==> config.mk <==
export PLATFORM = sky130hd
export DESIGN_NAME = ipv6_source_address_selector_top
export DESIGN_NICKNAME = d
export VERILOG_FILES = /design/src/rtl/isas_pkg.sv /design/src/rtl/isas_cand_mem.sv /design/src/rtl/isas_match.sv /design/src/rtl/ipv6_source_address_selector_top.sv
export SDC_FILE = /design/constraint.sdc
export NUM_CORES = 2
export LEC_CHECK = 0
export ABC_AREA = 1
export BUFFER_PORTS_ARGS = -buffer_cell sky130_fd_sc_hd__buf_2
export CAP_MARGIN = 20
export CORE_ASPECT_RATIO = 1.1
export CORE_MARGIN = 2
export CORE_UTILIZATION = 50
export DETAILED_ROUTE_END_ITERATION = 7
export PLACE_DENSITY = 0.69
export SLEW_MARGIN = 15
export SYNTH_ARGS = -nofsm -noshare
export SYNTH_HDL_FRONTEND = slang
export SYNTH_SLANG_ARGS = --single-unit
==> constraint.sdc <==
create_clock -name clk -period 9.3 [get_ports clk]
set_input_delay 0.93 -clock clk [delete_from_list [all_inputs] [get_ports clk]]
set_output_delay 0.93 -clock clk [all_outputs]
set_load 0.005 [all_outputs]
==> src/rtl/isas_pkg.sv <==
// Shared types, constants and address classification functions for the
// IPv6 source address selector. No dependencies.
`default_nettype none

package isas_pkg;

    localparam logic [3:0] SCOPE_LINK   = 4'd2;
    localparam logic [3:0] SCOPE_SITE   = 4'd5;
    localparam logic [3:0] SCOPE_GLOBAL = 4'd14;

    localparam logic [1:0] ST_DEPRECATED = 2'd1;
    localparam logic [1:0] ST_TENTATIVE  = 2'd2;

    localparam logic       REQ_WRITE = 1'b0;
    localparam logic       REQ_QUERY = 1'b1;

    localparam logic [7:0] FULL_MATCH = 8'd128;

    typedef struct packed {
        logic        req_type;
        logic [3:0]  entry_index;
        logic [63:0] addr_hi;
        logic [63:0] addr_lo;
        logic [1:0]  addr_state;
        logic [7:0]  prefix_len;
    } isas_req_t;

    typedef struct packed {
        logic       found;
        logic [3:0] source_index;
    } isas_rsp_t;

    typedef struct packed {
        logic [63:0] hi;
        logic [63:0] lo;
        logic [1:0]  state;
        logic [7:0]  prefix;
    } isas_entry_t;

    typedef struct packed {
        logic       skip;
        logic       same;
        logic [3:0] scope;
        logic       dep;
        logic       lab;
        logic [7:0] clen;
    } isas_attr_t;

    function automatic logic is_loopback(input logic [63:0] hi, input logic [63:0] lo);
        return (hi == 64'd0) && (lo == 64'd1);
    endfunction

    function automatic logic is_v4map(input logic [63:0] hi, input logic [63:0] lo);
        return (hi == 64'd0) && (lo[63:32] == 32'h0000_FFFF);
    endfunction

    function automatic logic [3:0] scope_of(input logic [63:0] hi, input logic [63:0] lo);
        logic [7:0] b0;
        logic [7:0] b1;
        logic [3:0] s;
        b0 = hi[63:56];
        b1 = hi[55:48];
        if (b0 == 8'hFF) begin
            s = b1[3:0];
        end else if ((b0 == 8'hFE && b1[7:6] == 2'b10) || is_loopback(hi, lo)) begin
            s = SCOPE_LINK;
        end else if (b0 == 8'hFE && b1[7:6] == 2'b11) begin
            s = SCOPE_SITE;
        end else if (is_v4map(hi, lo) && (lo[31:24] == 8'd127 ||
                     (lo[31:24] == 8'd169 && lo[23:16] == 8'd254))) begin
            s = SCOPE_LINK;
        end else begin
            s = SCOPE_GLOBAL;
        end
        return s;
    endfunction

    function automatic logic [3:0] label_of(input logic [63:0] hi, input logic [63:0] lo);
        logic [3:0] l;
        if (is_loopback(hi, lo)) begin
            l = 4'd0;
        end else if (is_v4map(hi, lo)) begin
            l = 4'd4;
        end else if (hi == 64'd0 && lo[63:32] == 32'd0) begin
            l = 4'd3;
        end else if (hi[63:32] == 32'h2001_0000) begin
            l = 4'd5;
        end else if (hi[63:48] == 16'h2002) begin
            l = 4'd2;
        end else if (hi[63:48] == 16'h3FFE) begin
            l = 4'd12;
        end else if (hi[63:56] == 8'hFE && hi[55:54] == 2'b11) begin
            l = 4'd11;
        end else if (hi[63:57] == 7'b1111_110) begin
            l = 4'd13;
        end else begin
            l = 4'd1;
        end
        return l;
    endfunction

    function automatic logic [2:0] lz8(input logic [7:0] b);
        logic [2:0] n;
        casez (b)
            8'b1???????: n = 3'd0;
            8'b01??????: n = 3'd1;
            8'b001?????: n = 3'd2;
            8'b0001????: n = 3'd3;
            8'b00001???: n = 3'd4;
            8'b000001??: n = 3'd5;
            8'b0000001?: n = 3'd6;
            default:     n = 3'd7;
        endcase
        return n;
    endfunction

    // True when candidate a is strictly better than the current best b.
    function automatic logic better(input isas_attr_t a, input isas_attr_t b,
                                    input logic [3:0] zd);
        logic w;
        if (a.same != b.same) begin
            w = a.same;
        end else if (a.scope != b.scope) begin
            if (a.scope < b.scope) begin
                w = !(a.scope < zd);
            end else begin
                w = (b.scope < zd);
            end
        end else if (a.dep != b.dep) begin
            w = !a.dep;
        end else if (a.lab != b.lab) begin
            w = a.lab;
        end else begin
            w = (a.clen > b.clen);
        end
        return w;
    endfunction

endpackage

`default_nettype wire

==> src/rtl/isas_cand_mem.sv <==
// Candidate table storage: one write port and one registered read port.
// Depends on isas_pkg for the entry type.
`default_nettype none

module isas_cand_mem
    import isas_pkg::*;
#(
    parameter int DEPTH = 16,
    parameter int AW    = 4
) (
    input  wire logic          clk,
    input  wire logic          we,
    input  wire logic [AW-1:0] waddr,
    input  wire isas_entry_t   wdata,
    input  wire logic [AW-1:0] raddr,
    output isas_entry_t        rdata
);

    isas_entry_t mem_reg [DEPTH];
    isas_entry_t rdata_reg;

    always_ff @(posedge clk)
    begin
        if (we)
        begin
            mem_reg[waddr] <= wdata;
        end
        rdata_reg <= mem_reg[raddr];
    end

    assign rdata = rdata_reg;

endmodule

`default_nettype wire

==> src/rtl/isas_match.sv <==
// Candidate evaluation unit: classifies one entry against the destination and
// finishes the common prefix length. Depends on isas_pkg.
`default_nettype none

module isas_match
    import isas_pkg::*;
(
    input  wire logic        clk,
    input  wire logic        load,
    input  wire isas_entry_t cand,
    input  wire logic [63:0] dest_hi,
    input  wire logic [63:0] dest_lo,
    input  wire logic        dest_map,
    input  wire logic [3:0]  dest_scope,
    input  wire logic [3:0]  dest_label,
    output isas_attr_t       attr
);

    logic        skip_reg;
    logic        same_reg;
    logic [3:0]  scope_reg;
    logic        dep_reg;
    logic        lab_reg;
    logic [7:0]  prefix_reg;
    logic [15:0] nz_reg;
    logic [2:0]  blz_reg [16];

    logic [127:0] diff;
    logic [3:0]   cscope;
    logic [7:0]   clen;

    assign diff   = {cand.hi ^ dest_hi, cand.lo ^ dest_lo};
    assign cscope = scope_of(cand.hi, cand.lo);

    always_ff @(posedge clk)
    begin
        if (load)
        begin
            skip_reg   <= (cand.state == ST_TENTATIVE) ||
                          (is_v4map(cand.hi, cand.lo) != dest_map) ||
                          (cand.hi[63:56] == 8'hFF) ||
                          (cand.hi == 64'd0 && cand.lo == 64'd0) ||
                          (cscope < dest_scope);
            same_reg   <= (diff == 128'd0);
            scope_reg  <= cscope;
            dep_reg    <= (cand.state == ST_DEPRECATED);
            lab_reg    <= (label_of(cand.hi, cand.lo) == dest_label);
            prefix_reg <= cand.prefix;
            for (int k = 0; k < 16; k++)
            begin
                nz_reg[k]  <= (diff[127-8*k -: 8] != 8'd0);
                blz_reg[k] <= lz8(diff[127-8*k -: 8]);
            end
        end
    end

    always_comb
    begin
        clen = FULL_MATCH;
        for (int k = 15; k >= 0; k--)
        begin
            if (nz_reg[k])
            begin
                clen = 8'(8 * k) + {5'd0, blz_reg[k]};
            end
        end
    end

    always_comb
    begin
        attr.skip  = skip_reg;
        attr.same  = same_reg;
        attr.scope = scope_reg;
        attr.dep   = dep_reg;
        attr.lab   = lab_reg;
        attr.clen  = (prefix_reg < clen) ? prefix_reg : clen;
    end

endmodule

`default_nettype wire

==> src/rtl/ipv6_source_address_selector_top.sv <==
// Top level of the IPv6 source address selector: sequencer, best-candidate
// register and result register. Depends on isas_pkg, isas_cand_mem, isas_match.
//
//   channel | signals                        | direction
//   request | req_valid, req_stall, req_data | in
//   result  | rsp_valid, rsp_stall, rsp_data | out
//   config  | cfg_we, cfg_wdata              | in
//
// A write request does not start a scan. In a query each of the n scanned
// candidates passes read, classify and decide steps through the shared
// evaluation unit. Reset clears the count register and the sequencer; the
// table is undefined until written. A stalled result holds the sequencer in
// its final step until it is taken.
`default_nettype none

module ipv6_source_address_selector_top
    import isas_pkg::*;
#(
    parameter int MAX_CANDIDATES = 16
) (
    input  wire logic       clk,
    input  wire logic       rst_n,
    input  wire logic       req_valid,
    output logic            req_stall,
    input  wire isas_req_t  req_data,
    output logic            rsp_valid,
    input  wire logic       rsp_stall,
    output isas_rsp_t       rsp_data,
    input  wire logic       cfg_we,
    input  wire logic [4:0] cfg_wdata
);

    localparam int IW = (MAX_CANDIDATES > 1) ? $clog2(MAX_CANDIDATES) : 1;
    localparam int CW = $clog2(MAX_CANDIDATES + 1);

    typedef enum logic [2:0] {S_IDLE, S_READ, S_ATTR, S_DECIDE, S_DONE} state_t;

    state_t      state_reg;
    logic [4:0]  count_reg;
    logic [CW-1:0] n_reg;
    logic [CW-1:0] i_reg;
    logic        have_reg;
    logic [IW-1:0] best_reg;
    isas_attr_t  best_attr_reg;
    logic [63:0] dest_hi_reg;
    logic [63:0] dest_lo_reg;
    logic        dest_map_reg;
    logic [3:0]  dest_scope_reg;
    logic [3:0]  dest_label_reg;
    logic        rsp_valid_reg;
    isas_rsp_t   rsp_data_reg;

    logic        accept;
    logic        mem_we;
    isas_entry_t wentry;
    isas_entry_t rentry;
    isas_attr_t  attr;
    logic [CW-1:0] n_next;
    logic [CW-1:0] i_next;
    logic        take;

    assign req_stall = (state_reg != S_IDLE);
    assign accept    = req_valid && !req_stall;
    assign mem_we    = accept && (req_data.req_type == REQ_WRITE) &&
                       (32'(req_data.entry_index) < MAX_CANDIDATES);
    assign wentry    = '{hi: req_data.addr_hi, lo: req_data.addr_lo,
                         state: req_data.addr_state, prefix: req_data.prefix_len};
    assign n_next    = (32'(count_reg) > MAX_CANDIDATES) ? CW'(MAX_CANDIDATES)
                                                         : CW'(count_reg);
    assign i_next    = i_reg + CW'(1);
    assign take      = !attr.skip && (!have_reg || better(attr, best_attr_reg, dest_scope_reg));

    isas_cand_mem #(
        .DEPTH (MAX_CANDIDATES),
        .AW    (IW)
    ) u_mem (
        .clk   (clk),
        .we    (mem_we),
        .waddr (IW'(req_data.entry_index)),
        .wdata (wentry),
        .raddr (i_reg[IW-1:0]),
        .rdata (rentry)
    );

    isas_match u_match (
        .clk        (clk),
        .load       (state_reg == S_ATTR),
        .cand       (rentry),
        .dest_hi    (dest_hi_reg),
        .dest_lo    (dest_lo_reg),
        .dest_map   (dest_map_reg),
        .dest_scope (dest_scope_reg),
        .dest_label (dest_label_reg),
        .attr       (attr)
    );

    always_ff @(posedge clk or negedge rst_n)
    begin
        if (!rst_n)
        begin
            state_reg      <= S_IDLE;
            count_reg      <= 5'd0;
            n_reg          <= '0;
            i_reg          <= '0;
            have_reg       <= 1'b0;
            best_reg       <= '0;
            best_attr_reg  <= '0;
            dest_hi_reg    <= 64'd0;
            dest_lo_reg    <= 64'd0;
            dest_map_reg   <= 1'b0;
            dest_scope_reg <= 4'd0;
            dest_label_reg <= 4'd0;
            rsp_valid_reg  <= 1'b0;
            rsp_data_reg   <= '0;
        end
        else
        begin
            if (cfg_we)
            begin
                count_reg <= cfg_wdata;
            end
            if (rsp_valid_reg && !rsp_stall && state_reg != S_DONE)
            begin
                rsp_valid_reg <= 1'b0;
            end
            case (state_reg)
                S_IDLE:
                begin
                    if (accept && req_data.req_type == REQ_QUERY)
                    begin
                        dest_hi_reg    <= req_data.addr_hi;
                        dest_lo_reg    <= req_data.addr_lo;
                        dest_map_reg   <= is_v4map(req_data.addr_hi, req_data.addr_lo);
                        dest_scope_reg <= scope_of(req_data.addr_hi, req_data.addr_lo);
                        dest_label_reg <= label_of(req_data.addr_hi, req_data.addr_lo);
                        n_reg          <= n_next;
                        i_reg          <= '0;
                        have_reg       <= 1'b0;
                        best_reg       <= '0;
                        state_reg      <= (n_next == '0) ? S_DONE : S_READ;
                    end
                end
                S_READ:
                begin
                    state_reg <= S_ATTR;
                end
                S_ATTR:
                begin
                    state_reg <= S_DECIDE;
                end
                S_DECIDE:
                begin
                    if (take)
                    begin
                        have_reg      <= 1'b1;
                        best_reg      <= i_reg[IW-1:0];
                        best_attr_reg <= attr;
                    end
                    i_reg     <= i_next;
                    state_reg <= (i_next == n_reg) ? S_DONE : S_READ;
                end
                S_DONE:
                begin
                    if (!rsp_valid_reg || !rsp_stall)
                    begin
                        rsp_valid_reg         <= 1'b1;
                        rsp_data_reg.found    <= have_reg;
                        rsp_data_reg.source_index <= have_reg ? 4'(best_reg) : 4'd0;
                        state_reg             <= S_IDLE;
                    end
                end
                default:
                begin
                    state_reg <= S_IDLE;
                end
            endcase
        end
    end

    assign rsp_valid = rsp_valid_reg;
    assign rsp_data  = rsp_data_reg;

    a_scan_bound: assert property (@(posedge clk) disable iff (!rst_n)
        (state_reg == S_DECIDE) |-> (i_reg < n_reg))
        else $error("scan index past candidate count");

    a_not_found_zero: assert property (@(posedge clk) disable iff (!rst_n)
        (rsp_valid_reg && !rsp_data_reg.found) |-> (rsp_data_reg.source_index == 4'd0))
        else $error("not-found result carries a nonzero index");

    a_done_holds: assert property (@(posedge clk) disable iff (!rst_n)
        (state_reg == S_DONE && rsp_valid_reg && rsp_stall) |=> (state_reg == S_DONE))
        else $error("result overwritten while stalled");

    a_write_no_scan: assert property (@(posedge clk) disable iff (!rst_n)
        (accept && req_data.req_type == REQ_WRITE) |=> (state_reg == S_IDLE))
        else $error("write request started a scan");

endmodule

`default_nettype wire
==> reports/results.tsv <==
metric	value	unit
area grow syn2layout	11.5	%
Sw Share	34.8	%
Hold Crit Class	input port to async pin	
Worst Skew	0.0599	ns
Post-CTS Resized	0	
unrepaired setup endpoints after global routing	false	
register share of total power	43.0	%
HPWL Detailed	153000	µm
critical path's top delay family	compound AO/OA/AOI/OAI gates	
met3 GRT Util	5.07	%
Worst R2R End	best_attr_reg[9]$_DFFE_PN0P_	
via count	66300	
max_slew headroom	14.9	%
Reg2Reg Depth	35	
Ys Warns	0	
Seq cells post-synth	2607	
total negative setup slack	0	ns
DR iter-0 viols	9109	
CTS tree	built	
Starting Density	50.4	%
asr flop ratio synth	6.94	%
clock power share	29.4	%
GRT Resource Usage Total	26.6	%
combinational power share	27.5	%
Netlist cell types	59	
PortBufs	159	
worst skew pair latency	0.91	ns
Pint	22.3	mW
DR WL/cell	26.0	µm
Seq/Total Area, Yosys	74.7	%
Final Cycle Share	57.8	%
Core Region	0.202	mm²
Num CTS Buffers	241	
CP arrival	6.10	ns
post-synthesis cell count	7799	
clock sinks	2607	
Overall Power	34.1	mW
DRC Markers	0	
P_sw	11.9	mW
# rows	173	
met1 Use GR	37.7	%
Die H	477	µm
setup bufs post-CTS	0	
P_leak	37.9	nW
most used cell, CP	nand2_1	
vias in the first global route	63400	
drt first pass iters	6	
largest net degree at the start of global routing	234	
syn avg cell area	13.1	µm²
busiest grt layer	met2	
final hold vios	0	
DRT antenna net count	0	
Die Wd	434	µm
outcome	finished, final reports clean	
crit-path max cell delay	0.67	ns
Max Cap Viol	0	
mapped cell area	0.102	mm²
Die ar.	0.207	mm²
GR Overflow Total	0	
Slew Viols, Final	0	
Worst path depth	35	
GR Util met2	41.2	%
initial antenna violation count	56	
CP required	10.02	ns
Tmin final	5.38	ns
Post-synth EDFFs	2288	
nets	7990	
CP max FO	24	
syn_nets	7981	
clk root buf	clkbuf_16	
CP Buf/Inv Count	3	
Worst Tran Pin Value	1.28	ns
r2r setup slk	3.92	ns
routed wire length	279000	µm
H-tree depth	4	
Main synth FF type	edfxtp_1	
clock slew at reported path FFs	0.07	ns
achievable clock frequency	186	MHz
Clock Tree Buf Depth	3	
slowest CP cell	inv_1	
CP endpoint kind	register	
startpoint types	register	
wire length of the first global-routing pass	412000	µm
worst vdd ir	0.266	mV
Hold Buf Count CTS	0	
Final setup viols	0	
FF-to-FF Start	u_match.nz_reg[14]$_DFFE_PP_	
max reg flops	2208	
WS Path Type	register to register	
vias per cell	6.17	
share of layout cells above drive strength 1	8.56	%
GP Congestion	0.950	
IO Pins	160	
Pwr Density	301	mW/mm²
worst max path at each step:
stage                                 startpoint                             end  slack [ns]
floorplan                              req_valid  u_mem.mem_reg[10][0]$_DFFE_PP_        1.61
global placement    u_match.nz_reg[14]$_DFFE_PP_    best_attr_reg[2]$_DFFE_PN0P_        3.74
detailed placement  u_match.nz_reg[14]$_DFFE_PP_    best_attr_reg[9]$_DFFE_PN0P_        3.95
CTS                 u_match.nz_reg[14]$_DFFE_PP_    best_attr_reg[9]$_DFFE_PN0P_        3.91
global route        u_match.nz_reg[14]$_DFFE_PP_    best_attr_reg[6]$_DFFE_PN0P_        3.19
finish              u_match.nz_reg[14]$_DFFE_PP_    best_attr_reg[9]$_DFFE_PN0P_        3.92
worst reg2reg max path: cells and delay by family, from the launching register on:
kind                     cells  cell delay [ns]
AO/OA/AOI/OAI               12             1.70
adder cells (fa/ha/maj)      2             0.62
buffers and inverters        3             0.83
flip-flops                   1             0.47
AND/OR/NAND/NOR             18             1.60
cell usage after synthesis (27+ instances only):
library cell | instances | area, µm²
nor3_1 | 28 | 140
inv_1 | 193 | 724
o221ai_1 | 271 | 2370
xnor2_1 | 103 | 902
dfxtp_1 | 138 | 2760
a21oi_1 | 30 | 150
nor4_1 | 68 | 425
nand4_1 | 43 | 269
edfxtp_1 | 2288 | 68700
o211ai_1 | 143 | 1070
buf_1 | 31 | 116
nor2_1 | 1280 | 4800
dfrtp_1 | 181 | 4530
o21ai_0 | 1263 | 6320
nand2_1 | 646 | 2420
o22ai_1 | 318 | 1990
xor2_1 | 27 | 236
nand3_1 | 126 | 631
clkbuf_1 | 441 | 1660
ha_1 | 29 | 363
per-layer routing:
layer	vias up	wire, µm
li1	29100	-
met1	33300	112000
met2	3365	129000
met3	556	27500
met4	40	9680
met5	-	240
final cells by class:
| class | instances | area, µm² |
|---|---|---|
| Antenna cell | 21 | 52.6 |
| Timing Repair Buffer | 256 | 1770 |
| Multi-Input combinational cell | 4503 | 23300 |
| Clock buffer | 321 | 6660 |
| Inverter | 199 | 777 |
| Fill cell | 16000 | 88700 |
| Sequential cell | 2607 | 76000 |
| Clock inverter | 141 | 1500 |
| Tap cell | 2712 | 3390 |
cell families (layout without fill, tap and decap cells):
group | count (synthesis) | count (layout) | synth area share, %
other | 0 | 21 | 0
AOI/OAI and AO/OA | 2089 | 2089 | 12.2
DFF | 2607 | 2607 | 74.7
xor gates and xnor gates | 130 | 130 | 1.12
muxes | 29 | 29 | 0.289
buffers and inverters | 689 | 917 | 2.56
and+or+nand+nor | 2226 | 2226 | 8.81
adders and majority gates | 29 | 29 | 0.356
per-stage QoR:
stage               instances  cell area, µm²  hold WS, ns  setup slack, ns  utilization, %
floorplan                7799          102000        0.386             1.61               -
global placement        10300          105000        0.393             3.74            52.1
detailed placement      10300          105000        0.397             3.95            52.1
CTS                     10700          113000       0.0460             3.91            56.1
global route            10700          113000       0.0858             3.19            56.1
finish                  10800          114000       0.0590             3.92            56.1
cells in the final DEF, fill, tap and decap left out, types with 125 or more instances in the layout:
| master | Yosys | layout |
|---|---|---|
| nand2_1 | 646 | 646 |
| o21ai_0 | 1263 | 1263 |
| edfxtp_1 | 2288 | 2288 |
| inv_1 | 193 | 191 |
| buf_2 | 17 | 159 |
| o221ai_1 | 271 | 271 |
| dfrtp_1 | 181 | 177 |
| o22ai_1 | 318 | 318 |
| dfxtp_1 | 138 | 138 |
| o211ai_1 | 143 | 143 |
| nand3_1 | 126 | 125 |
| nor2_1 | 1280 | 1263 |
| clkbuf_16 | 0 | 242 |
power by group through the flow:
stage / logic, mW / registers [mW] / clock network [mW]
final: 9.40 / 14.7 / 10.1
after global routing: 10.4 / 14.7 / 10.6
after CTS: 9.30 / 14.7 / 10.1
after detailed placement: 9.25 / 14.9 / 0
after global placement: 9.02 / 14.9 / 0
after floorplan: 6.43 / 14.4 / 0
Note: power is estimated with default switching activity, not from simulation.
